**src/design/tspwm_pkg.sv**
```systemverilog
// Shared types, codes and tables of the two-sensor steering PWM controller.
package tspwm_pkg;

    localparam int SAMPLE_BITS = 10;
    localparam int CFG_BITS    = 10;
    localparam int WIN_BITS    = 6;
    localparam int CNT_BITS    = 7;
    localparam int MODE_BITS   = 3;
    localparam int CMD_BITS    = 8;
    localparam int IDX_BITS    = 3;
    localparam int LVL_BITS    = (SAMPLE_BITS > CFG_BITS ? SAMPLE_BITS : CFG_BITS) + 1;

    localparam logic [CNT_BITS-1:0] PWM_TOP = CNT_BITS'(100);

    // operation codes
    localparam logic [1:0] OP_TICK   = 2'd0;
    localparam logic [1:0] OP_SAMPLE = 2'd1;
    localparam logic [1:0] OP_CMD    = 2'd2;

    // register indexes
    localparam logic [IDX_BITS-1:0] CFG_REMOTE   = 3'd0;
    localparam logic [IDX_BITS-1:0] CFG_THR_L    = 3'd1;
    localparam logic [IDX_BITS-1:0] CFG_THR_R    = 3'd2;
    localparam logic [IDX_BITS-1:0] CFG_NEAR     = 3'd3;
    localparam logic [IDX_BITS-1:0] CFG_FAR      = 3'd4;
    localparam logic [IDX_BITS-1:0] CFG_FLOOR    = 3'd5;
    localparam logic [IDX_BITS-1:0] CFG_WINDOW   = 3'd6;

    // steering modes
    localparam logic [MODE_BITS-1:0] MODE_STOP    = 3'd0;
    localparam logic [MODE_BITS-1:0] MODE_FWD     = 3'd1;
    localparam logic [MODE_BITS-1:0] MODE_BACK    = 3'd2;
    localparam logic [MODE_BITS-1:0] MODE_TURN_LO = 3'd3;
    localparam logic [MODE_BITS-1:0] MODE_TURN_RO = 3'd4;
    localparam logic [MODE_BITS-1:0] MODE_TURN_LI = 3'd5;
    localparam logic [MODE_BITS-1:0] MODE_TURN_RI = 3'd6;

    // remote command bytes
    localparam logic [CMD_BITS-1:0] CMD_FWD   = 8'h46;
    localparam logic [CMD_BITS-1:0] CMD_BACK  = 8'h42;
    localparam logic [CMD_BITS-1:0] CMD_RIGHT = 8'h52;
    localparam logic [CMD_BITS-1:0] CMD_LEFT  = 8'h4C;

    typedef struct packed {
        logic [1:0]             op;
        logic [SAMPLE_BITS-1:0] left_sample;
        logic [SAMPLE_BITS-1:0] right_sample;
        logic [CMD_BITS-1:0]    command;
    } t_in_item;

    typedef struct packed {
        logic                 drive_a;
        logic                 drive_b;
        logic                 drive_c;
        logic                 drive_d;
        logic [MODE_BITS-1:0] steer_mode;
        logic                 decided;
    } t_out_item;

    typedef struct packed {
        logic [CFG_BITS-1:0] thr_left;
        logic [CFG_BITS-1:0] thr_right;
        logic [CFG_BITS-1:0] near_margin;
        logic [CFG_BITS-1:0] far_margin;
        logic [CFG_BITS-1:0] floor_level;
    } t_cls_cfg;

    typedef struct packed {
        logic                 hit;
        logic [MODE_BITS-1:0] mode;
    } t_cls_result;

    // duty per mode for outputs a..d
    function automatic logic [CNT_BITS-1:0] duty(input logic [MODE_BITS-1:0] mode,
                                                 input logic [1:0] chan);
        logic [4*CNT_BITS-1:0] row;
        row = '0;
        unique case (mode)
            MODE_FWD:     row = {7'd0,   7'd100, 7'd0,   7'd100};
            MODE_BACK:    row = {7'd100, 7'd0,   7'd100, 7'd0};
            MODE_TURN_LO: row = {7'd100, 7'd0,   7'd0,   7'd50};
            MODE_TURN_RO: row = {7'd0,   7'd50,  7'd100, 7'd0};
            MODE_TURN_LI: row = {7'd0,   7'd100, 7'd50,  7'd0};
            MODE_TURN_RI: row = {7'd50,  7'd0,   7'd0,   7'd100};
            default:      row = '0;
        endcase
        return row[(3 - chan) * CNT_BITS +: CNT_BITS];
    endfunction

endpackage

```
**src/design/two_sensor_steering_pwm_controller.sv**
```systemverilog
// Top level of the two-sensor steering PWM controller.
//
// Input channel (i_in_valid / o_in_ready / i_in_data) takes one transaction per
// item: a PWM tick, a sensor sample pair or a remote command byte, chosen by op.
// Output channel (o_out_valid / i_out_ready / o_out_data) returns exactly one
// transaction per item: the four PWM levels, the steering mode and a flag that
// is set when the item closed a peak window or applied a command.
// The configuration port writes one register per cycle with i_cfg_we high;
// write it only while no item is in flight.
// An item taken sits in the input register and then moves into the result
// register, which drives the output until the receiver takes it.
// Throughput: one item per cycle while the receiver does not stall; all the
// work of an item is one pass of compares and adds between those registers.
// Reset (i_rst_n low, synchronous) empties both stages, sets the registers to
// their defaults and clears counter, mode, peaks and window count.
// When the receiver stalls, the result register holds its transaction and the
// input register still takes one more item; after that o_in_ready drops.
module two_sensor_steering_pwm_controller (
    input  logic                                 i_clk,
    input  logic                                 i_rst_n,
    input  logic                                 i_in_valid,
    output logic                                 o_in_ready,
    input  tspwm_pkg::t_in_item                  i_in_data,
    output logic                                 o_out_valid,
    input  logic                                 i_out_ready,
    output tspwm_pkg::t_out_item                 o_out_data,
    input  logic                                 i_cfg_we,
    input  logic [tspwm_pkg::IDX_BITS-1:0]       i_cfg_index,
    input  logic [tspwm_pkg::CFG_BITS-1:0]       i_cfg_data
);
    localparam int SB = tspwm_pkg::SAMPLE_BITS;
    localparam int WB = tspwm_pkg::WIN_BITS;
    localparam int CB = tspwm_pkg::CNT_BITS;
    localparam int MB = tspwm_pkg::MODE_BITS;

    // configuration
    logic                r_remote;
    tspwm_pkg::t_cls_cfg r_cls_cfg;
    logic [WB-1:0]       r_window_len;

    // state
    logic [CB-1:0] r_counter, n_counter;
    logic [MB-1:0] r_mode, n_mode;
    logic [SB-1:0] r_peak_left, n_peak_left;
    logic [SB-1:0] r_peak_right, n_peak_right;
    logic [WB-1:0] r_window_count, n_window_count;

    // pipeline
    logic                 r_in_valid;
    tspwm_pkg::t_in_item  r_in;
    logic                 r_out_valid;
    tspwm_pkg::t_out_item r_out, n_out;
    logic                 out_adv, item_go;

    logic [SB-1:0]          max_left, max_right;
    logic [WB-1:0]          count_inc, win_len;
    logic                   decided;
    tspwm_pkg::t_cls_result cls;
    logic [3:0]             levels;

    assign out_adv     = !r_out_valid || i_out_ready;
    assign item_go     = r_in_valid && out_adv;
    assign o_in_ready  = !r_in_valid || out_adv;
    assign o_out_valid = r_out_valid;
    assign o_out_data  = r_out;

    always_ff @(posedge i_clk) begin
        if (!i_rst_n) begin
            r_remote              <= 1'b0;
            r_cls_cfg.thr_left    <= 10'd248;
            r_cls_cfg.thr_right   <= 10'd248;
            r_cls_cfg.near_margin <= 10'd31;
            r_cls_cfg.far_margin  <= 10'd62;
            r_cls_cfg.floor_level <= 10'd31;
            r_window_len          <= 6'd30;
        end else if (i_cfg_we) begin
            unique case (i_cfg_index)
                tspwm_pkg::CFG_REMOTE: r_remote              <= i_cfg_data[0];
                tspwm_pkg::CFG_THR_L:  r_cls_cfg.thr_left    <= i_cfg_data;
                tspwm_pkg::CFG_THR_R:  r_cls_cfg.thr_right   <= i_cfg_data;
                tspwm_pkg::CFG_NEAR:   r_cls_cfg.near_margin <= i_cfg_data;
                tspwm_pkg::CFG_FAR:    r_cls_cfg.far_margin  <= i_cfg_data;
                tspwm_pkg::CFG_FLOOR:  r_cls_cfg.floor_level <= i_cfg_data;
                tspwm_pkg::CFG_WINDOW: r_window_len          <= i_cfg_data[WB-1:0];
                default: ;
            endcase
        end
    end

    tspwm_classify u_classify (
        .i_peak_left  (max_left),
        .i_peak_right (max_right),
        .i_cfg        (r_cls_cfg),
        .o_result     (cls)
    );

    tspwm_duty u_duty (
        .i_counter (n_counter),
        .i_mode    (n_mode),
        .o_levels  (levels)
    );

    always_comb begin
        max_left  = (r_in.left_sample > r_peak_left) ? r_in.left_sample : r_peak_left;
        max_right = (r_in.right_sample > r_peak_right) ? r_in.right_sample : r_peak_right;
        count_inc = r_window_count + 1'b1;
        win_len   = (r_window_len == '0) ? WB'(1) : r_window_len;

        n_counter      = r_counter;
        n_mode         = r_mode;
        n_peak_left    = r_peak_left;
        n_peak_right   = r_peak_right;
        n_window_count = r_window_count;
        decided        = 1'b0;

        unique case (r_in.op)
            tspwm_pkg::OP_TICK: begin
                n_counter = (r_counter >= tspwm_pkg::PWM_TOP) ? '0 : r_counter + 1'b1;
            end
            tspwm_pkg::OP_SAMPLE: begin
                if (!r_remote) begin
                    if (count_inc >= win_len) begin
                        // close the window: decide, then start fresh peaks
                        if (cls.hit) begin
                            n_mode = cls.mode;
                        end
                        n_peak_left    = '0;
                        n_peak_right   = '0;
                        n_window_count = '0;
                        decided        = 1'b1;
                    end else begin
                        n_peak_left    = max_left;
                        n_peak_right   = max_right;
                        n_window_count = count_inc;
                    end
                end
            end
            tspwm_pkg::OP_CMD: begin
                if (r_remote) begin
                    unique case (r_in.command)
                        tspwm_pkg::CMD_FWD:   n_mode = tspwm_pkg::MODE_FWD;
                        tspwm_pkg::CMD_BACK:  n_mode = tspwm_pkg::MODE_BACK;
                        tspwm_pkg::CMD_RIGHT: n_mode = tspwm_pkg::MODE_TURN_LI;
                        tspwm_pkg::CMD_LEFT:  n_mode = tspwm_pkg::MODE_TURN_RI;
                        default:              n_mode = tspwm_pkg::MODE_STOP;
                    endcase
                    decided = 1'b1;
                end
            end
            default: ;
        endcase

        n_out.drive_a    = levels[3];
        n_out.drive_b    = levels[2];
        n_out.drive_c    = levels[1];
        n_out.drive_d    = levels[0];
        n_out.steer_mode = n_mode;
        n_out.decided    = decided;
    end

    always_ff @(posedge i_clk) begin
        if (!i_rst_n) begin
            r_in_valid     <= 1'b0;
            r_out_valid    <= 1'b0;
            r_counter      <= '0;
            r_mode         <= tspwm_pkg::MODE_STOP;
            r_peak_left    <= '0;
            r_peak_right   <= '0;
            r_window_count <= '0;
        end else begin
            if (o_in_ready) begin
                r_in_valid <= i_in_valid;
            end
            if (out_adv) begin
                r_out_valid <= r_in_valid;
            end
            if (item_go) begin
                r_counter      <= n_counter;
                r_mode         <= n_mode;
                r_peak_left    <= n_peak_left;
                r_peak_right   <= n_peak_right;
                r_window_count <= n_window_count;
            end
        end
    end

    always_ff @(posedge i_clk) begin
        if (o_in_ready && i_in_valid) begin
            r_in <= i_in_data;
        end
        if (item_go) begin
            r_out <= n_out;
        end
    end

    a_counter_range: assert property (@(posedge i_clk) disable iff (!i_rst_n)
        r_counter <= tspwm_pkg::PWM_TOP)
        else $error("PWM counter beyond top");

    a_mode_valid: assert property (@(posedge i_clk) disable iff (!i_rst_n)
        r_out_valid |-> r_out.steer_mode != 3'd7)
        else $error("unreachable steering mode on output");

    a_window_clear: assert property (@(posedge i_clk) disable iff (!i_rst_n)
        (item_go && decided && r_in.op == tspwm_pkg::OP_SAMPLE) |=>
        (r_window_count == '0 && r_peak_left == '0 && r_peak_right == '0))
        else $error("peaks not cleared after window decision");

    a_hold_state: assert property (@(posedge i_clk) disable iff (!i_rst_n)
        !item_go |=> $stable(r_counter) && $stable(r_mode) && $stable(r_window_count))
        else $error("state changed without an item");
endmodule

```
**src/design/tspwm_classify.sv**
```systemverilog
// Window decision: sorts the left and right peaks into a steering mode.
module tspwm_classify (
    input  logic [tspwm_pkg::SAMPLE_BITS-1:0] i_peak_left,
    input  logic [tspwm_pkg::SAMPLE_BITS-1:0] i_peak_right,
    input  tspwm_pkg::t_cls_cfg               i_cfg,
    output tspwm_pkg::t_cls_result            o_result
);
    localparam int W = tspwm_pkg::LVL_BITS;

    logic [W-1:0] l, r, tl, tr, nm, fm, fl;
    logic both_high, l_low, r_low, l_high, r_high, l_seen, r_seen;

    always_comb begin
        l  = W'(i_peak_left);
        r  = W'(i_peak_right);
        tl = W'(i_cfg.thr_left);
        tr = W'(i_cfg.thr_right);
        nm = W'(i_cfg.near_margin);
        fm = W'(i_cfg.far_margin);
        fl = W'(i_cfg.floor_level);

        both_high = (l > tl + nm) && (r > tr + nm);
        // peak below threshold minus margin, kept unsigned by moving the margin over
        l_low  = (l + fm) < tl;
        r_low  = (r + fm) < tr;
        l_high = l > tl + fm;
        r_high = r > tr + fm;
        l_seen = l > fl;
        r_seen = r > fl;

        o_result.hit  = 1'b1;
        o_result.mode = tspwm_pkg::MODE_STOP;
        priority if (both_high) begin
            o_result.mode = tspwm_pkg::MODE_BACK;
        end else if (l_low && r_low && l_seen && r_seen) begin
            o_result.mode = tspwm_pkg::MODE_FWD;
        end else if (!l_seen && !r_seen) begin
            o_result.mode = tspwm_pkg::MODE_STOP;
        end else if (l_low) begin
            o_result.mode = tspwm_pkg::MODE_TURN_LO;
        end else if (r_low) begin
            o_result.mode = tspwm_pkg::MODE_TURN_RO;
        end else if (l_high) begin
            o_result.mode = tspwm_pkg::MODE_TURN_LI;
        end else if (r_high) begin
            o_result.mode = tspwm_pkg::MODE_TURN_RI;
        end else begin
            o_result.hit = 1'b0;
        end
    end
endmodule

```
**src/design/tspwm_duty.sv**
```systemverilog
// PWM compare: four output levels from the counter and the mode's duty row.
module tspwm_duty (
    input  logic [tspwm_pkg::CNT_BITS-1:0]  i_counter,
    input  logic [tspwm_pkg::MODE_BITS-1:0] i_mode,
    output logic [3:0]                      o_levels
);
    always_comb begin
        for (int k = 0; k < 4; k++) begin
            o_levels[3 - k] = i_counter <= tspwm_pkg::duty(i_mode, 2'(k));
        end
    end
endmodule

```
**config.mk**
```make
export PLATFORM = sky130hd
export DESIGN_NAME = two_sensor_steering_pwm_controller
export DESIGN_NICKNAME = d
export VERILOG_FILES = /design/src/design/tspwm_pkg.sv /design/src/design/two_sensor_steering_pwm_controller.sv /design/src/design/tspwm_classify.sv /design/src/design/tspwm_duty.sv
export SDC_FILE = /design/constraint.sdc
export NUM_CORES = 1
export LEC_CHECK = 0
export BUFFER_PORTS_ARGS = -buffer_cell sky130_fd_sc_hd__buf_2
export CAP_MARGIN = 10
export CORE_UTILIZATION = 60
export CTS_BUF_LIST = sky130_fd_sc_hd__clkbuf_4 sky130_fd_sc_hd__clkbuf_8
export DETAILED_ROUTE_END_ITERATION = 12
export PLACE_DENSITY = 0.78
export SLEW_MARGIN = 10
export SYNTH_ARGS = -nofsm -noshare
export SYNTH_HDL_FRONTEND = slang
export SYNTH_HIERARCHICAL = 1
export SYNTH_SLANG_ARGS = --single-unit
export TNS_END_PERCENT = 30
```
**constraint.sdc**
```tcl
create_clock -name i_clk -period 8.6 [get_ports i_clk]
set_input_delay 1.72 -clock i_clk [delete_from_list [all_inputs] [get_ports i_clk]]
set_output_delay 1.72 -clock i_clk [all_outputs]
set_load 0.005 [all_outputs]
```
==> results.json, run 1 <==
{
  "synth_ff_type": "dfxtp_1",
  "p_int_w": 0.00112,
  "max_freq_mhz": 127,
  "antenna_found_initial": 0,
  "cts_tree": "done",
  "worst_slew_pin_slew_ns": 1.17,
  "cp_common_cell": "ha_1",
  "die_h_um": 136,
  "first_global_vias": 8723,
  "initial_utilization": 0.619,
  "drt-total-wl_mm": 27.5,
  "synthArstFlopShare": 0,
  "grt_usage": 0.300,
  "p_leak_nw": 5.29,
  "p_seq_frac": 0.415,
  "cts_sinks": 133,
  "drv_slew": 0,
  "syn-instance-count": 1269,
  "boundaryPins": 58,
  "seqCellArea_sq_mm": 0.00304,
  "crit_path_end_kind": "register",
  "cpPeakStageDelay_ns": 0.63,
  "hold_viol_final": 0,
  "comb_power_share": 0.256,
  "io_buffers": 57,
  "dieArea_sq_mm": 0.0185,
  "synth-seq-cells": 133,
  "routed_via_density": 6.04,
  "root_buffer": "clkbuf_8",
  "cts_buffers": 17,
  "die_x_um": 136,
  "fin_tns_setup_ns": 0,
  "ir_drop_uv": 129,
  "wl_met3_mm": 1.46,
  "fillers": 1451,
  "critical_path_arrival_ns": 8.08,
  "slew-limit-headroom": 0.211,
  "slowest_stage": "or4b_2",
  "syn-cell-area_sq_mm": 0.0108,
  "gp_congestion": 0.928,
  "whs_ns": 0.472,
  "critPathRequiredTime_ns": 8.82,
  "clk_latency_ns": 0.48,
  "wl_met2_mm": 12.6,
  "clock_skew_ns": 0.0222,
  "synth_edf_count": 38,
  "hpwlAfterDp_mm": 20.8,
  "syn_area_per_cell_sq_um": 8.49,
  "drc": 0,
  "yosysTopAreaCellShare": 0.221,
  "seq_area_frac_synth": 0.282,
  "path_clk_slew_ns": 0.09,
  "wl_met1_mm": 12.6,
  "p_sw_frac": 0.325,
  "status": "finished clean",
  "setup_viol": 0,
  "coreArea_sq_mm": 0.0174,
  "drv_cap": 0,
  "path_class": "register to register",
  "syn_to_final_growth_pct": 8.72,
  "cp-start-kind": "register",
  "cellPowerDensity_mw_per_mm2": 141,
  "timing.final.crit_share": 0.914,
  "first_pass_iters": 5,
  "p_sw_w": 0.000539,
  "rows": 48,
  "top_layer_used": "met4",
  "multi_input_area_sq_mm": 0.00728,
  "diodes": 0,
  "drive_gt1_frac": 0.0983,
  "hp-class": "register to register",
  "ys_top_cells_by_area": "ha_1, dfxtp_1, edfxtp_1",
  "wl_per_cell_um": 17.5,
  "syn_nets": 1513,
  "grt_start_max_net_pins": 119,
  "yosysWarnings": 6,
  "max-clock-path-buffers": 2,
  "grt_overflow": 0,
  "synth.distinct_cells": 74,
  "synth_common_cells": "nand2_1, ha_1, dfxtp_1, inv_1, a21oi_1",
  "synth.most_common_cell": "nand2_1",
  "period_minus_slack_ns": 7.86,
  "fin_nets": 1574,
  "ant_nets": 0,
  "synth_top_cell_by_area": "ha_1",
  "grt_pass1_wl_mm": 42.8,
  "drt-initial-drc-count": 668,
  "rsz0062_at_grt": "no",
  "cts_max_level": 4,
  "path_max_fanout": 20,
  "p_clk_frac": 0.329,
  "num_vias": 9466
}
[final timing paths]
check	slack (ns)	to	start	cells past startpoint
worst min register to register	0.47	r_peak_left[6]	r_peak_left[6]	2
worst max register to register	0.74	o_out_data[5]	r_in[13]	31
worst min-delay path	0.47	r_peak_left[6]	r_peak_left[6]	2
worst max-delay path	0.74	o_out_data[5]	r_in[13]	31
[what timing repair did]
action,CTS,global route
endpoints found under the setup margin,0,1
resized for setup,0,1
hold endpoints to repair,0,0
hold buffers,0,0
buffers inserted,0,0
[flip-flops by register name, indices dropped and copies added, names as in the netlist]
name            flops
r_window_len        6
o_out_valid         1
r_in               30
r_counter           7
o_out_data          8
r_remote            1
r_peak_left        10
r_cls_cfg          50
r_peak_right       10
r_window_count      6
r_mode              3
r_in_valid          1
[cell type report]
type | instances | area share
inverters | 90 | 0.0288
clock inverters | 13 | 0.0125
flip-flops and latches | 133 | 0.260
well taps | 225 | 0.0240
clock buffers | 19 | 0.0212
repair buffers | 70 | 0.0329
multi-input cells | 1018 | 0.621
[kinds of logic (layout without fill, tap and decap cells)]
group	count (synthesis)	count (layout)	synth area share
simple gates	450	450	0.201
compound gates	315	315	0.195
mux	9	9	0.00859
fa+ha+maj	196	196	0.232
xor+xnor	48	48	0.0390
buf+inv	118	192	0.0427
flops	133	133	0.282
[worst max-delay path, delay by kind of cell (launching register included)]
family	cells	cell delay, ns
and+or+nand+nor	8	1.71
AOI/OAI and AO/OA	16	3.76
buffers and inverters	2	0.34
xor gates and xnor gates	1	0.15
adders and majority gates	4	1.22
DFF	1	0.42
[cells in the final DEF, fill, tap and decap left out, types with 7 or more instances in the layout]
master      n
a211oi_1   16
a21boi_0   34
a21o_1     27
a21oi_1    62
and3_1      8
and4b_1     8
buf_2      56
buf_4      14
clkbuf_8   17
dfxtp_1    95
edfxtp_1   38
ha_1      190
inv_1      89
mux2i_1     7
nand2_1   220
nand2b_1   16
nand3_1    52
nand4_1    17
nor2_1     52
nor2b_1    21
nor3_1     16
o21a_1     14
o21ai_0    59
o21bai_1   13
o22ai_1    26
xnor2_1    27
xor2_1     21
[through the flow]
stage	cells	total power (W)	instance area (sq um)	setup WS (ns)	util
final	1568	0.00166	11700	0.740	0.673
after CTS	1568	0.00165	11700	0.766	0.673
after floorplan	1269	0.00100	10800	1.42	-
after global routing	1568	0.00173	11700	0.0346	0.673
after detailed placement	1536	0.00112	11300	0.822	0.650
after global placement	1536	0.00110	11300	1.01	0.650
[power by group through the flow]
stage	clock, W	sequential, W	combinational [W]
after floorplan	0	0.000694	0.000309
after global placement	0	0.000700	0.000402
after detailed placement	0	0.000701	0.000415
after CTS	0.000548	0.000687	0.000419
after global routing	0.000570	0.000689	0.000473
final	0.000545	0.000687	0.000425
[metal layers]
metal | vias to the layer above | global-route usage
met2 | 271 | 0.501
met4 | 0 | 0.116
met1 | 4442 | 0.390
met3 | 49 | 0.0429
met5 | - | 0
li1 | 4704 | -
No activity file was read; power rests on OpenSTA's default activity.
==> run 2, diff against run 1 <==
- CORE_UTILIZATION: 60 -> 62
- PLACE_DENSITY: 0.78 -> 0.86
==> run 2 against run 1 <==
Compared with the run above: register-to-register slack got worse by 0.08 ns; highest routed layer unchanged; via count rose by 1.5%; critical path depth fell by 3; worst hold slack improved by 0.0013 ns; cell count fell by 0.32%; clock-buffer cell count did not move; setup slack got worse by 0.082 ns; die area fell by 3.2%; sequential share of layout area barely moved; combinational power rose by 0.9%; non-clock buffer count did not move; maximum frequency fell by 1.0%.
==> results.json, run 2 (synthesized netlist as in run 1, its figures left out) <==
{
  "drv_cap": 0,
  "ir_drop_uv": 263,
  "fin_nets": 1574,
  "p_seq_frac": 0.415,
  "drive_gt1_frac": 0.0983,
  "drt-initial-drc-count": 772,
  "initial_utilization": 0.643,
  "boundaryPins": 58,
  "drt-total-wl_mm": 27.4,
  "place_area_sq_mm": 0.0113,
  "slew-limit-headroom": 0.229,
  "reg_top3": "r_cls_cfg (50), r_in (30)",
  "rows": 47,
  "first_pass_iters": 5,
  "cp_common_cell": "ha_1",
  "whs_ns": 0.473,
  "p_clk_frac": 0.326,
  "hpwlAfterDp_mm": 20.9,
  "num_vias": 9604,
  "max-clock-path-buffers": 2,
  "regMostFlops": "r_cls_cfg",
  "die_h_um": 134,
  "status": "finished clean",
  "p_sw_frac": 0.324,
  "grt_usage": 0.316,
  "comb_power_share": 0.259,
  "post_cts_buffers": 0,
  "max_freq_mhz": 126,
  "largest_reg_flops": 50,
  "routed_via_density": 6.14,
  "layout_common_cells": "nand2_1, ha_1, dfxtp_1",
  "slowest_stage": "o21ai_0",
  "rsz0062_at_grt": "no",
  "path_class": "register to register",
  "first_global_vias": 9300,
  "cp-start-kind": "register",
  "drc": 0,
  "p_int_w": 0.00112,
  "cellPowerDensity_mw_per_mm2": 141,
  "hp-class": "register to register",
  "grt_overflow": 0,
  "fin_tns_setup_ns": 0,
  "antenna_found_initial": 0,
  "fin_util": 0.699,
  "diodes": 0,
  "grt_start_max_net_pins": 119,
  "setup_viol": 0,
  "period_minus_slack_ns": 7.94,
  "fin_area_sq_mm": 0.0117,
  "coreArea_sq_mm": 0.0168,
  "wl_per_cell_um": 17.6,
  "cts_max_level": 4,
  "ant_nets": 0,
  "critical_path_arrival_ns": 8.16,
  "clock_skew_ns": 0.0162,
  "crit_path_end_kind": "register",
  "worst_slew_pin_slew_ns": 1.16,
  "drv_slew": 0,
  "gp_congestion": 0.976,
  "fillers": 1286,
  "critPathRequiredTime_ns": 8.82,
  "p_sw_w": 0.000537,
  "syn_to_final_growth_pct": 8.66,
  "final_common_cell": "nand2_1",
  "cts_sinks": 133,
  "cpPeakStageDelay_ns": 0.63,
  "p_leak_nw": 5.29,
  "clk_latency_ns": 0.47,
  "root_buffer": "clkbuf_8",
  "path_clk_slew_ns": 0.09,
  "cts_buffers": 17,
  "grt_pass1_wl_mm": 44.4,
  "hold_viol_final": 0,
  "io_buffers": 57,
  "die_x_um": 134,
  "dieArea_sq_mm": 0.0179,
  "cts_tree": "done",
  "timing.final.crit_share": 0.923,
  "path_max_fanout": 18
}
-- run 2: cell counts in the layout (fill, tap and decap cells not counted) --
Identical to the previous run, type by type.
-- run 2: layer usage --
layer / track usage / part of all wire / vias up
met3: 0.0676 / 0.073 / 68
met2: 0.539 / 0.47 / 371
met1: 0.386 / 0.42 / 4480
met4: 0.131 / 0.036 / 0
li1: - / - / 4685
met5: 0 / 0 / -
-- run 2: final cells by class --
| class | count | area [sq um] | share of cell area |
|---|---|---|---|
| clock buffer | 19 | 249 | 0.0213 |
| tap | 220 | 275 | 0.0235 |
| sequential | 133 | 3040 | 0.260 |
| inverter | 90 | 338 | 0.0288 |
| multi-input combinational | 1018 | 7280 | 0.621 |
| timing repair buffer | 70 | 385 | 0.0329 |
| clock inverter | 13 | 146 | 0.0125 |
-- run 2: final timing paths --
kind / start / end / slack (ns) / depth (start not counted)
setup / recovery: r_in[17] / o_out_data[6] / 0.66 / 28
hold / removal: r_peak_right[3] / r_peak_right[3] / 0.47 / 2
hold reg to reg: r_peak_right[3] / r_peak_right[3] / 0.47 / 2
setup reg to reg: r_in[17] / o_out_data[6] / 0.66 / 28
-- run 2: timing repair --
action,4_1_cts,5_1_grt
gates resized for setup,0,2
endpoints found under the setup margin,0,2
hold buffers,0,0
-- run 2: worst max-delay path, delay by kind of cell, from the launching register on --
family	cells	cell delay [ns]
compound gates	15	3.76
simple gates	6	1.75
fa+ha+maj	4	1.26
flops	1	0.45
buf+inv	2	0.34
xor+xnor	1	0.14
-- run 2: power groups by stage --
| stage | clock network (W) | logic, W | registers (W) |
|---|---|---|---|
| 2_1_floorplan | 0 | 0.000309 | 0.000694 |
| 3_3_place_gp | 0 | 0.000400 | 0.000700 |
| 3_5_place_dp | 0 | 0.000416 | 0.000701 |
| 4_1_cts | 0.000545 | 0.000421 | 0.000687 |
| 5_1_grt | 0.000570 | 0.000476 | 0.000689 |
| 6_report | 0.000540 | 0.000429 | 0.000687 |
-- run 2: through the flow --
step	worst slack, ns	instances	total power [W]
global route	0.0849	1563	0.00174
global placement	0.957	1531	0.00110
floorplan	1.42	1269	0.00100
detailed placement	0.704	1531	0.00112
CTS	0.672	1563	0.00165
finish	0.658	1563	0.00166
